==> config.mk <==
export PLATFORM = sky130hd
export DESIGN_NAME = cmcc_ram
export DESIGN_NICKNAME = d
export VERILOG_FILES = /design/src/chain_move_constraint_checker_unit_assert.svh /design/src/cmcc_ram.sv
export SDC_FILE = /design/constraint.sdc
export NUM_CORES = 1
export LEC_CHECK = 0
export BUFFER_PORTS_ARGS = -buffer_cell sky130_fd_sc_hd__clkbuf_2
export CORE_UTILIZATION = 60
export DETAILED_ROUTE_END_ITERATION = 8
export PLACE_DENSITY = 0.83
export SKIP_LAST_GASP = 1
export SYNTH_ARGS = -nofsm -noshare
export SYNTH_HDL_FRONTEND = slang
export SYNTH_SLANG_ARGS = --single-unit
==> constraint.sdc <==
create_clock -name clk -period 2.3 [get_ports clk]
set_input_delay 0.69 -clock clk [delete_from_list [all_inputs] [get_ports clk]]
set_output_delay 0.69 -clock clk [all_outputs]
set_load 0.02 [all_outputs]
==> src/chain_move_constraint_checker_unit_assert.svh <==
// ----------------------------------------------------------------------------
// Assertion macros for the chain move constraint checker
// Concurrent checks clocked by clk and disabled while rst_n is low.
// ----------------------------------------------------------------------------
`ifndef CHAIN_MOVE_CONSTRAINT_CHECKER_UNIT_ASSERT_SVH
`define CHAIN_MOVE_CONSTRAINT_CHECKER_UNIT_ASSERT_SVH
`ifndef SYNTHESIS
`define CMCC_ASSERT_IMPL(lbl, ante, cons) \
  lbl: assert property (@(posedge clk) disable iff (!rst_n) (ante) |-> (cons)) \
    else $error("cmcc assertion failed");
`define CMCC_ASSERT_NEXT(lbl, ante, cons) \
  lbl: assert property (@(posedge clk) disable iff (!rst_n) (ante) |=> (cons)) \
    else $error("cmcc assertion failed");
`else
`define CMCC_ASSERT_IMPL(lbl, ante, cons)
`define CMCC_ASSERT_NEXT(lbl, ante, cons)
`endif
`endif

==> src/cmcc_ram.sv <==
// ----------------------------------------------------------------------------
// cmcc_ram
// Generic single write port, single read port RAM with registered read data.
// ----------------------------------------------------------------------------
module cmcc_ram #(
  parameter int WIDTH = 8,
  parameter int DEPTH = 16
) (
  input  logic                             clk,
  input  logic                             we,
  input  logic [$clog2(DEPTH)-1:0]         waddr,
  input  logic [WIDTH-1:0]                 wdata,
  input  logic [$clog2(DEPTH)-1:0]         raddr,
  output logic [WIDTH-1:0]                 rdata
);

  logic [WIDTH-1:0] mem_r [DEPTH];
  logic [WIDTH-1:0] rdata_r;

  always_ff @(posedge clk) begin
    if (we) begin
      mem_r[waddr] <= wdata;
    end
    rdata_r <= mem_r[raddr];
  end

  assign rdata = rdata_r;

endmodule

# Word-level counts from Yosys, hierarchy flattened
# Memories as Yosys holds them, arrays and structs flattened. A register that Yosys moved wholly into a read port is not among the register bits.
# Index checks and enable logic that the tools add are counted.
dict set report word_totals {
  regBits 0
  mem_bits_rw 128
  input_bits 18
  word_cells 3
  out_inout_bits 8
  memories 1
}
# name depth width rd rd_ports_with_merged_regs write_ports line
set mem_list {}
lappend mem_list {mem_r 16 8 1 1 1 cmcc_ram.sv:17} ;# logic [WIDTH-1:0] mem_r [DEPTH];
dict set report op_classes {
  n_mux 2
}
# cell n
set ops {}
lappend ops {{1-bit two-way mux} 2}

# Depth between registers and ports, before layout
dict set report logic_depth {
  depth_word 2
  depth_mapped 5
  depth_no_buf 3
}

# Worst setup path after synthesis
# No wires, ideal clock.
dict set report synth_path {
  path_type {input port to flip-flop}
  start {in waddr[2]}
  end {mem mem_r[0][0] (enable)}
  t_required_ns 1.917
  slack_ns 0.117
  stages 2
  t_arrival_ns 1.800
  path_cell_list {or3b_2 -> nor3_1}
}
# element line
set synth_rtl {}
lappend synth_rtl {{start: declaration} cmcc_ram.sv:11} ;# input logic [$clog2(DEPTH)-1:0] waddr,
lappend synth_rtl {{end: declaration} cmcc_ram.sv:17}
# Straight into the memory's write port.

# Final worst setup path
dict set report layout_path {
  start {reg rdata_r[4] (netlist: rdata[4]) (read register of mem_r)}
  end {out rdata[4]}
}
# element line
set layout_rtl {}
lappend layout_rtl {{start: declaration} cmcc_ram.sv:18} ;# logic [WIDTH-1:0] rdata_r;
lappend layout_rtl {{end: declaration} cmcc_ram.sv:14} ;# output logic [WIDTH-1:0] rdata
# No word-level cell between the ends.

==> metrics <==
Syn Area/Cell 22.5 um2; Placement Rows 33; Yosys warnings 0; met1 Use GR 0.321; Yosys top cell area share 0.747; TNS Setup 0 ps; Bufs and invs on worst path 1; DR WL/cell 23.7 um; Worst Min Path Start wdata[4]; critical path class register to output pin; Clock Latency Late Sink 520 ps; ANT nets after route 0; synthesized area 5150 um2; met3 usage 0.0805; die area 8950 um2; Hold WC Path Type input pin to register; Hold Path End mem_r[6][4]$_DFFE_PP_; Req. time, crit path 1610 ps; grt met2 use 0.366; clock sink total 136; synth top area cells edfxtp_1 (75%), mux4_2 (7.9%), mux4_1 (7.1%); Sw Ratio 0.199; final setup fails 0; Resized cells post-CTS 0; Comb power frac 0.047; drt initial violations 221; postcts setup bufs 0; # fillers 476; gpl congestion 0.744; largest net degree at the start of global routing 33; # DRC 0; initial antenna violation count 0; most common cell after layout, fill and taps aside edfxtp_1; # IOs 26; P_leak 2.12 nW; drt via density 6.13; ant diodes 0; worst reg2reg endpoint rdata[0]$_DFF_P_; synth-to-layout area growth 18.9%; via count of the routed design 2469; Reg power frac 0.478; GRT Residual Overflow 0; effective utilization at floorplan 0.623; Synth cell types 19; most frequent cells in the layout edfxtp_1 (128), clkbuf_2 (25), buf_4 (20); Cells after Synth 229; vias in the first global route 2538; relative slew slack 0.511; Top Family by Delay on Critical Path flip-flops; Routed WL 9540 um; chip width 94.6 um; Int Pwr 0.00467 W; post-synthesis sequential area ratio 0.778; CTS Buf Count 17; CTS Hold Bufs 0; Net Count, Synth 247; Max H-tree Level 4; max-slew violations 0; global-route wire length before repair 14500 um; Synth area leader edfxtp_1; RSZ-0062 raised after global routing false; status finished clean; Max IR drop VDD 0.668 mV; final hold vios 0; TritonCTS clock tree yes; CP Max Fanout 1; Startpoint Class register; MaxCap Viol Count 0; Reg2Reg Setup Slack 910 ps; GRT busiest layer met2; Die Height 94.6 um; Port Buffers 25; Setup Skew 19.8 ps; layout cell share with drive strength beyond 1 0.322; highest clock rate 0.583 GHz; Nets 303; power per cell area 953 nW/um2; worst path arrival time 1020 ps; Slew @ Worst Pin 731 ps; Slowest-stage cell, CP dfxtp_1; Seq cells post-synth 136; Clock Power Share 0.475; crit end category output pin; CP max stage delay 330 ps; Clock transition at path regs 70 ps; crit path cell chain clkbuf_2; root buffer cell clkbuf_8; hold path depth 1; reg2reg start mem_r[1][0]$_DFFE_PP_; part of the cycle the worst path needs 0.745; core area 8260 um2; total track usage 0.241; Max Root-Sink Buffers 2; DR pass1 iterations 4; hold_ws 591 ps; post-route minimum period 1710 ps; reg2reg path depth 3; P_sw 0.00116 W
area by class of cell:
type	instances	area, um2	share of cell area
Tap cell	105	131	0.0215
Clock buffer	20	435	0.0712
Timing Repair Buffer	47	315	0.0515
Multi-Input combinational cell	83	1060	0.173
Sequential cell	136	4000	0.654
Clock inverter	12	175	0.0286
cells by family after synthesis:
kind of cell	count (synthesis)	share of synthesized area
AOI/OAI and AO/OA	16	0.0233
and+or+nand+nor	35	0.0318
buffers and inverters	10	0.0168
muxes	32	0.150
DFF	136	0.778
metrics by stage:
stage	power, W	utilization	cell area [um2]	instances	worst slack [ps]
floorplan	0.00300	-	5150	229	117
global placement	0.00310	0.667	5510	371	194
detailed placement	0.00311	0.667	5510	371	159
CTS	0.00586	0.741	6120	403	550
global route	0.00600	0.741	6120	403	512
finish	0.00583	0.741	6120	403	585
sequential cells by signal, summed over array words and instances, names as in the netlist:
| signal | count |
|---|---|
| rdata | 8 |
| mem_r | 128 |
power groups by stage:
stage               Combinational (W)  Sequential, W  Clock [W]
floorplan                    0.000141        0.00285          0
global placement             0.000263        0.00283          0
detailed placement           0.000272        0.00284          0
CTS                          0.000275        0.00279    0.00280
global route                 0.000294        0.00279    0.00291
finish                       0.000272        0.00279    0.00277
synthesized netlist by cell type:
cell type,count
a22oi_1,16
and2_1,1
and2b_1,1
buf_2,3
buf_4,1
buf_6,3
clkdlybuf4s25_2,3
dfxtp_1,8
edfxtp_1,128
mux4_1,14
mux4_2,18
nand2_1,9
nand2b_1,2
nand3_1,1
nand3b_1,2
nor2_1,13
nor2b_1,1
nor3_1,4
or3b_2,1
worst max-delay path by stage:
stage / start / endpoint / slack [ps] / depth (start not counted)
6_report: rdata[4]$_DFF_P_ / rdata[4] / 590 / 1
5_1_grt: rdata[1]$_DFF_P_ / rdata[1] / 510 / 1
4_1_cts: rdata[1]$_DFF_P_ / rdata[1] / 550 / 1
3_5_place_dp: raddr[0] / rdata[5]$_DFF_P_ / 160 / 5
3_3_place_gp: raddr[0] / rdata[1]$_DFF_P_ / 190 / 5
2_1_floorplan: waddr[2] / mem_r[0][0]$_DFFE_PP_ / 120 / 2
layer usage:
metal,up-vias,share of wire
li1,1085,-
met1,1264,0.41
met2,108,0.51
met3,12,0.064
met4,0,0.015
met5,-,0
Note: power is estimated with default switching activity, not from simulation.
