$ cat src/chain_move_constraint_checker_unit_assert.svh
// ----------------------------------------------------------------------------
// Assertion macros for the chain move constraint checker
// Concurrent checks clocked by clk and disabled while rst_n is low.
// ----------------------------------------------------------------------------
`ifndef CHAIN_MOVE_CONSTRAINT_CHECKER_UNIT_ASSERT_SVH
`define CHAIN_MOVE_CONSTRAINT_CHECKER_UNIT_ASSERT_SVH
`ifndef SYNTHESIS
`define CMCC_ASSERT_IMPL(lbl, ante, cons) \
  lbl: assert property (@(posedge clk) disable iff (!rst_n) (ante) |-> (cons)) \
    else $error("cmcc assertion failed");
`define CMCC_ASSERT_NEXT(lbl, ante, cons) \
  lbl: assert property (@(posedge clk) disable iff (!rst_n) (ante) |=> (cons)) \
    else $error("cmcc assertion failed");
`else
`define CMCC_ASSERT_IMPL(lbl, ante, cons)
`define CMCC_ASSERT_NEXT(lbl, ante, cons)
`endif
`endif

$ cat src/cmcc_pkg.sv
// ----------------------------------------------------------------------------
// cmcc_pkg
// Sizes, register codes and shared types of the chain move constraint checker.
// ----------------------------------------------------------------------------
package cmcc_pkg;

  localparam int MAX_MONOMERS = 64;
  localparam int COORD_W      = 16;

  localparam int AW     = (MAX_MONOMERS > 1) ? $clog2(MAX_MONOMERS) : 1;
  localparam int CNT_W  = $clog2(MAX_MONOMERS + 1);
  localparam int POS_W  = 3 * COORD_W;

  localparam int IDX_W  = 6;
  localparam int FLD_W  = 16;
  localparam int CUT_W  = 16;
  localparam int COS_W  = 16;
  localparam int LEN_W  = 7;
  localparam int CIDX_W = 2;
  localparam int CDAT_W = 16;

  localparam int DIFF_W = COORD_W + 1;
  localparam int SQ_W   = 2 * DIFF_W;
  localparam int SUM_W  = SQ_W + 2;
  localparam int CSQ_W  = 2 * CUT_W;
  localparam int CMP_W  = ((SUM_W > CSQ_W) ? SUM_W : CSQ_W) + 4;
  localparam int BSQ_W  = 2 * COS_W - 1;
  localparam int SHL_W  = BSQ_W - 1;

  localparam int MA_W   = 2 * SUM_W;
  localparam int MB_W   = (SUM_W > BSQ_W) ? SUM_W : BSQ_W;
  localparam int PROD_W = MA_W + MB_W;
  localparam int DIG_W  = 8;
  localparam int NDIG   = (MB_W + DIG_W - 1) / DIG_W;
  localparam int BR_W   = NDIG * DIG_W;
  localparam int MCNT_W = $clog2(NDIG + 1);

  localparam logic OP_WRITE = 1'b0;
  localparam logic OP_CHECK = 1'b1;

  typedef enum logic [CIDX_W-1:0] {
    REG_CUTOFF    = 2'd0,
    REG_BOND_COS  = 2'd1,
    REG_CHAIN_LEN = 2'd2,
    REG_SPARE     = 2'd3
  } cfg_reg_t;

  typedef struct packed {
    logic busy;
    logic done;
  } mul_stat_t;

endpackage

$ cat src/cmcc_mul.sv
// ----------------------------------------------------------------------------
// cmcc_mul
// Multi-cycle unsigned multiplier, one 8-bit digit of b per cycle, MSB first.
// ----------------------------------------------------------------------------
module cmcc_mul
  import cmcc_pkg::*;
(
  input  logic              clk,
  input  logic              rst_n,
  input  logic              start,
  input  logic [MA_W-1:0]   a,
  input  logic [MB_W-1:0]   b,
  output logic [PROD_W-1:0] p,
  output mul_stat_t         stat
);

  logic [MA_W-1:0]         a_r;
  logic [BR_W-1:0]         b_r;
  logic [PROD_W-1:0]       acc_r;
  logic [MCNT_W-1:0]       cnt_r;
  logic                    done_r;
  logic [MA_W+DIG_W-1:0]   pp;

  assign pp = a_r * b_r[BR_W-1 -: DIG_W];

  always_ff @(posedge clk) begin
    if (start) begin
      a_r   <= a;
      b_r   <= BR_W'(b);
      acc_r <= '0;
    end else if (cnt_r != '0) begin
      acc_r <= (acc_r << DIG_W) + PROD_W'(pp);
      b_r   <= b_r << DIG_W;
    end
  end

  always_ff @(posedge clk) begin
    if (!rst_n) begin
      cnt_r  <= '0;
      done_r <= 1'b0;
    end else begin
      done_r <= (cnt_r == MCNT_W'(1)) && !start;
      if (start) begin
        cnt_r <= MCNT_W'(NDIG);
      end else if (cnt_r != '0) begin
        cnt_r <= cnt_r - MCNT_W'(1);
      end
    end
  end

  assign p         = acc_r;
  assign stat.busy = cnt_r != '0;
  assign stat.done = done_r;

endmodule

$ cat config.mk
export PLATFORM = sky130hd
export DESIGN_NAME = cmcc_mul
export DESIGN_NICKNAME = d
export VERILOG_FILES = /design/src/chain_move_constraint_checker_unit_assert.svh /design/src/cmcc_pkg.sv /design/src/cmcc_mul.sv
export SDC_FILE = /design/constraint.sdc
export NUM_CORES = 2
export LEC_CHECK = 0
export ABC_AREA = 1
export BUFFER_PORTS_ARGS = -buffer_cell sky130_fd_sc_hd__buf_2
export CORE_ASPECT_RATIO = 2
export CORE_MARGIN = 3
export CORE_UTILIZATION = 60
export DETAILED_ROUTE_END_ITERATION = 8
export MAX_ROUTING_LAYER = met4
export PLACE_DENSITY = 0.79
export SYNTH_ARGS = -nofsm -noshare
export SYNTH_HDL_FRONTEND = slang
export SYNTH_SLANG_ARGS = --single-unit
$ cat constraint.sdc
create_clock -name clk -period 7.4 [get_ports clk]
set_input_delay 0.74 -clock clk [delete_from_list [all_inputs] [get_ports clk]]
set_output_delay 0.74 -clock clk [all_outputs]
set_load 0.05 [all_outputs]
# Yosys cells after proc, flatten, opt, wreduce, memory -nomap -nowiden
# Cells that the tools add are included.
[word_totals] output_inout_bits=110 reg_bits=224 elab_cells=21
[classes] n_mux=4 bitwise_logic=1 reduce_logical=5 addsub=2 n_eq_ne=1 mul=1
[op_table] op="108-bit by 80-bit adder with 108-bit output" n=1
[op_table] op="72-bit by 8-bit multiplier with 80-bit output" n=1
[op_table] op="36-bit two-way mux" n=2
[op_table] op="3-bit two-way mux" n=2
[op_table] op="3-bit by 1-bit equality test with 1-bit output, second input constant" n=1
[op_table] op="3-bit nonzero test" n=1
[op_table] op="3-bit by 1-bit subtractor with 3-bit output, second input constant" n=1
[op_table] op="2-bit nonzero test" n=1
[op_table] op="2-bit OR reduction" n=1
[op_table] op="1-bit logical AND" n=1
[op_table] op="1-bit zero test" n=1
[op_table] op="1-bit inverter" n=1

# Longest topological paths before layout
[logic_depth] word_depth=3 depth_mapped=29 depth_no_buf=27

# Worst setup path before layout
# OpenSTA, ideal clock, no wires.
[synth_path] path_type="register to register" from="register b_r[34]" to="register acc_r[52] (netlist: p[52])" path_buffers=2 setup_slack_ns=2.828 arrival_ns=4.459 path_stages_with_launch=25 path_cell_list="edfxtp_1 > clkbuf_1 > clkbuf_1 > nand2_1 > fa_1 > fa_1 > inv_1 > fa_1 > inv_1 > fa_1 > inv_1 > ha_1 > a21oi_1 > nand2_1 > nand2_1 > nand2_2 > nand2_1 > nand2_1 > nand2_1 > nand2_2 > nand2_1 > nand2_2 > xor2_1 > o21ai_1 > inv_1"
[synth_between] elab_chain_cells=2
[synth_lines] item="start: declaration" line_no="cmcc_mul.sv:18" rtl="logic [BR_W-1:0] b_r;"
[synth_lines] item="start signal: assignment" line_no="cmcc_mul.sv:29" rtl="b_r <= BR_W'(b);"
[synth_lines] item="start signal: assignment" line_no="cmcc_mul.sv:33" rtl="b_r <= b_r << DIG_W;"
[synth_lines] item="72-bit by 8-bit multiplier with 80-bit output" line_no="cmcc_mul.sv:24" rtl="assign pp = a_r * b_r[BR_W-1 -: DIG_W];"
[synth_lines] item="108-bit by 80-bit adder with 108-bit output" line_no="cmcc_mul.sv:32" rtl="acc_r <= (acc_r << DIG_W) + PROD_W'(pp);"
[synth_lines] item="end signal: assignment" line_no="cmcc_mul.sv:32"
[synth_lines] item="end: declaration" line_no="cmcc_mul.sv:19" rtl="logic [PROD_W-1:0] acc_r;"
# No other way between the ends.
# A chain may end at the register's enable or synchronous reset.

# Worst setup path in the final report
[layout_path] from="register b_r[34]" to="register acc_r[73] (netlist: p[73])"
# Same word-level chain as after synthesis.

==> flow_metrics.env <==
export IMPL_status="finished clean"
export IMPL_fin_crit_sh_pct=87.4
export IMPL_regToRegEndpoint="p[73]"
export IMPL_maxCapViolCount=0
export IMPL_criticalPathCategory="reg2reg"
export IMPL_drive_gt1_share_pct=9.20
export IMPL_synth_seq_cells=224
export IMPL_ff2ff_path_depth=25
export IMPL_gp_congestion=1.10
export IMPL_cts_tree="done"
export IMPL_syn_to_final_growth_pct=7.44
export IMPL_hold_buffers=0
export IMPL_start_util_pct=61.0
export IMPL_cts_setup_buffers=0
export IMPL_drv_slew=0
export IMPL_fin_cells=5865
export IMPL_min_from="a[35]"
export IMPL_worst_pin_slew_ps=1020
export IMPL_clock_path_buffers=3
export IMPL_async_flop_share_pct=0
export IMPL_ff2ff_setup_slack_ps=940
export IMPL_grt_max_degree=73
export IMPL_drc=0
export IMPL_dieArea_um2=59600
export IMPL_grt_pass1_wl_um=192000
export IMPL_synth_edff_count=108
export IMPL_postSynthCellCount=4994
export IMPL_final_antenna_net_count=0
export IMPL_slew_headroom_pct=32.3
export IMPL_ctsResizeCount=0
export IMPL_synth_cell_types=42
export IMPL_rows=122
export IMPL_whs_endpoint="a_r[35]"
export IMPL_antenna_found_initial=2
export IMPL_crit_required_ps=7920
export IMPL_min_period_ps=6460
export IMPL_root_buffer="clkbuf_16"
export IMPL_syn_nets=5707
export IMPL_dp_cells=5816
export IMPL_setup_tns_ps=0
export IMPL_vias_per_cell=5.39
export IMPL_skew_ps=47.2
export IMPL_cts_sinks=224
export IMPL_start_kind="flop"
export IMPL_critPathMaxFanout=39
export IMPL_detail_route_first_pass_iterations=6
export IMPL_min_path_type="in2reg"
export IMPL_yosys_warnings=0
export IMPL_clkLatencyLatePin_ps=630
export IMPL_layout_nets=5813
export IMPL_htree_levels=1
export IMPL_end_kind="flop"
export IMPL_wl_per_cell_um=21.8
export IMPL_rsz0062_at_grt="no"
export IMPL_finalSetupViolCount=0
export IMPL_hold_viol_final=0
export IMPL_wirelength_um=128000
export IMPL_ys_seq_area_share_pct=16.4
export IMPL_netlist_area_um2=33900
export IMPL_worstPathArrival_ps=6980
export IMPL_hold_depth=1
export IMPL_die_w_um=174
export IMPL_grt_pass1_vias=33303
export IMPL_hpwlAfterDp_um=106000
export IMPL_gr_usage_all_layers_pct=44.5
export IMPL_coreArea_um2=55600
export IMPL_max_freq_mhz=155
export IMPL_grt_overflow=0
export IMPL_drtIter0Drc=2552
export IMPL_cts_clk_slew_worst_paths_ps=70
export IMPL_synth_avg_cell_area_um2=6.79
export IMPL_die_y_um=342
export IMPL_reg2reg_from="b_r[34]"
export IMPL_port_buffers=220
export IMPL_vias=31591
export IMPL_cts_buffers=26
export IMPL_synth_ff_type="dfxtp_1"
export IMPL_io_pins=221
## flip-flops by register name, indices dropped and copies added (netlist names)
name,cells
a_r,72
p,108
done_r,1
b_r,40
cnt_r,3
## worst max-delay path: stages (launching register included)
cell      delay, ps
edfxtp_1        760
buf_12          340
buf_4           220
nand2_1          50
inv_1            60
fa_1            530
inv_1            50
fa_1            530
inv_1            50
fa_1            480
inv_1            50
fa_1            480
inv_1            40
ha_1            360
nand2_1         190
inv_1            60
a21oi_1         500
nand2_1         410
a21oi_1         270
nand2_1         150
inv_1           220
nand2_1          90
nand2_1          70
nand3_1         150
nand2_1         130
inv_1            40
## Yosys cell counts (5+ instances only)
cell type | number | area, µm²
nand2_1 | 1622 | 6090
nand4_1 | 24 | 150
nand2_2 | 32 | 200
xor2_1 | 33 | 289
dfxtp_1 | 116 | 2320
o22ai_1 | 6 | 37.5
fa_1 | 491 | 9830
nor4_1 | 6 | 37.5
inv_1 | 1535 | 5760
and3_1 | 5 | 31.3
o21bai_1 | 9 | 67.6
nor3_1 | 13 | 65.1
ha_1 | 111 | 1390
nor2_1 | 160 | 601
nor2_2 | 67 | 419
nand3_2 | 10 | 100
clkbuf_2 | 62 | 310
a21oi_1 | 152 | 761
o21ai_1 | 11 | 55.1
xnor2_1 | 11 | 96.3
nor2_4 | 9 | 101
and2_1 | 6 | 37.5
nand3_1 | 151 | 756
inv_2 | 36 | 135
edfxtp_1 | 108 | 3240
o21ai_0 | 61 | 305
clkbuf_1 | 108 | 405
nor3_2 | 13 | 130
## worst max-delay path by stage
stage                     startpoint     to  cells past startpoint
after floorplan              b_r[34]  p[52]                     24
after global placement       b_r[34]  p[73]                     24
after detailed placement     b_r[34]  p[73]                     25
after CTS                    b_r[34]  p[73]                     25
after global routing         b_r[34]  p[73]                     25
final                        b_r[34]  p[73]                     25
## per-layer routing
layer	share of wire, %	vias to the layer above	global-route usage [%]
met4	13	0	43.4
li1	-	14286	-
met5	0	-	-
met2	50	1733	76.8
met3	6.5	782	5.70
met1	30	14790	41.9
## cells in the final DEF, fill, tap and decap left out, drive strengths merged
master / n
a21boi: 3
a21o: 1
a21oi: 152
a22o: 4
a31o: 1
a31oi: 2
and2: 6
and3: 5
buf: 253
bufinv: 2
clkbuf: 30
clkinv: 12
clkinvlp: 3
dfxtp: 116
diode: 1
edfxtp: 108
fa: 491
ha: 111
inv: 1574
nand2: 1654
nand3: 161
nand3b: 3
nand4: 24
nor2: 236
nor3: 26
nor4: 6
o21ai: 72
o21bai: 9
o22ai: 6
o32ai: 3
or2: 2
xnor2: 11
xor2: 33
## final cells by class
cell class	count	area, µm²
clock buffers	30	666
fillers	4931	19100
repair buffers	253	1480
flip-flops and latches	224	5570
diodes	1	2.50
inverters	1573	5900
well taps	744	931
multi-input cells	3022	21700
clock inverters	18	175
## stage by stage
| step | util, % | worst slack [ps] | hold slack, ps | area (µm²) |
|---|---|---|---|---|
| 2_1_floorplan | - | 2830 | 436 | 33900 |
| 3_3_place_gp | 64.1 | 1140 | 456 | 35600 |
| 3_5_place_dp | 64.1 | 1160 | 469 | 35600 |
| 4_1_cts | 65.6 | 1140 | 284 | 36400 |
| 5_1_grt | 65.6 | 827 | 296 | 36400 |
| 6_report | 65.6 | 936 | 292 | 36400 |
## cells by family after synthesis
family / synth area share, %
AO/OA/AOI/OAI: 3.95
XOR/XNOR: 1.14
adder cells (fa/ha/maj): 33.1
buffers and inverters: 19.6
flip-flops: 16.4
AND/OR/NAND/NOR: 25.8
Power is not shown: default switching activity piles up to over one toggle a cycle in this logic, so the estimate is an artifact.
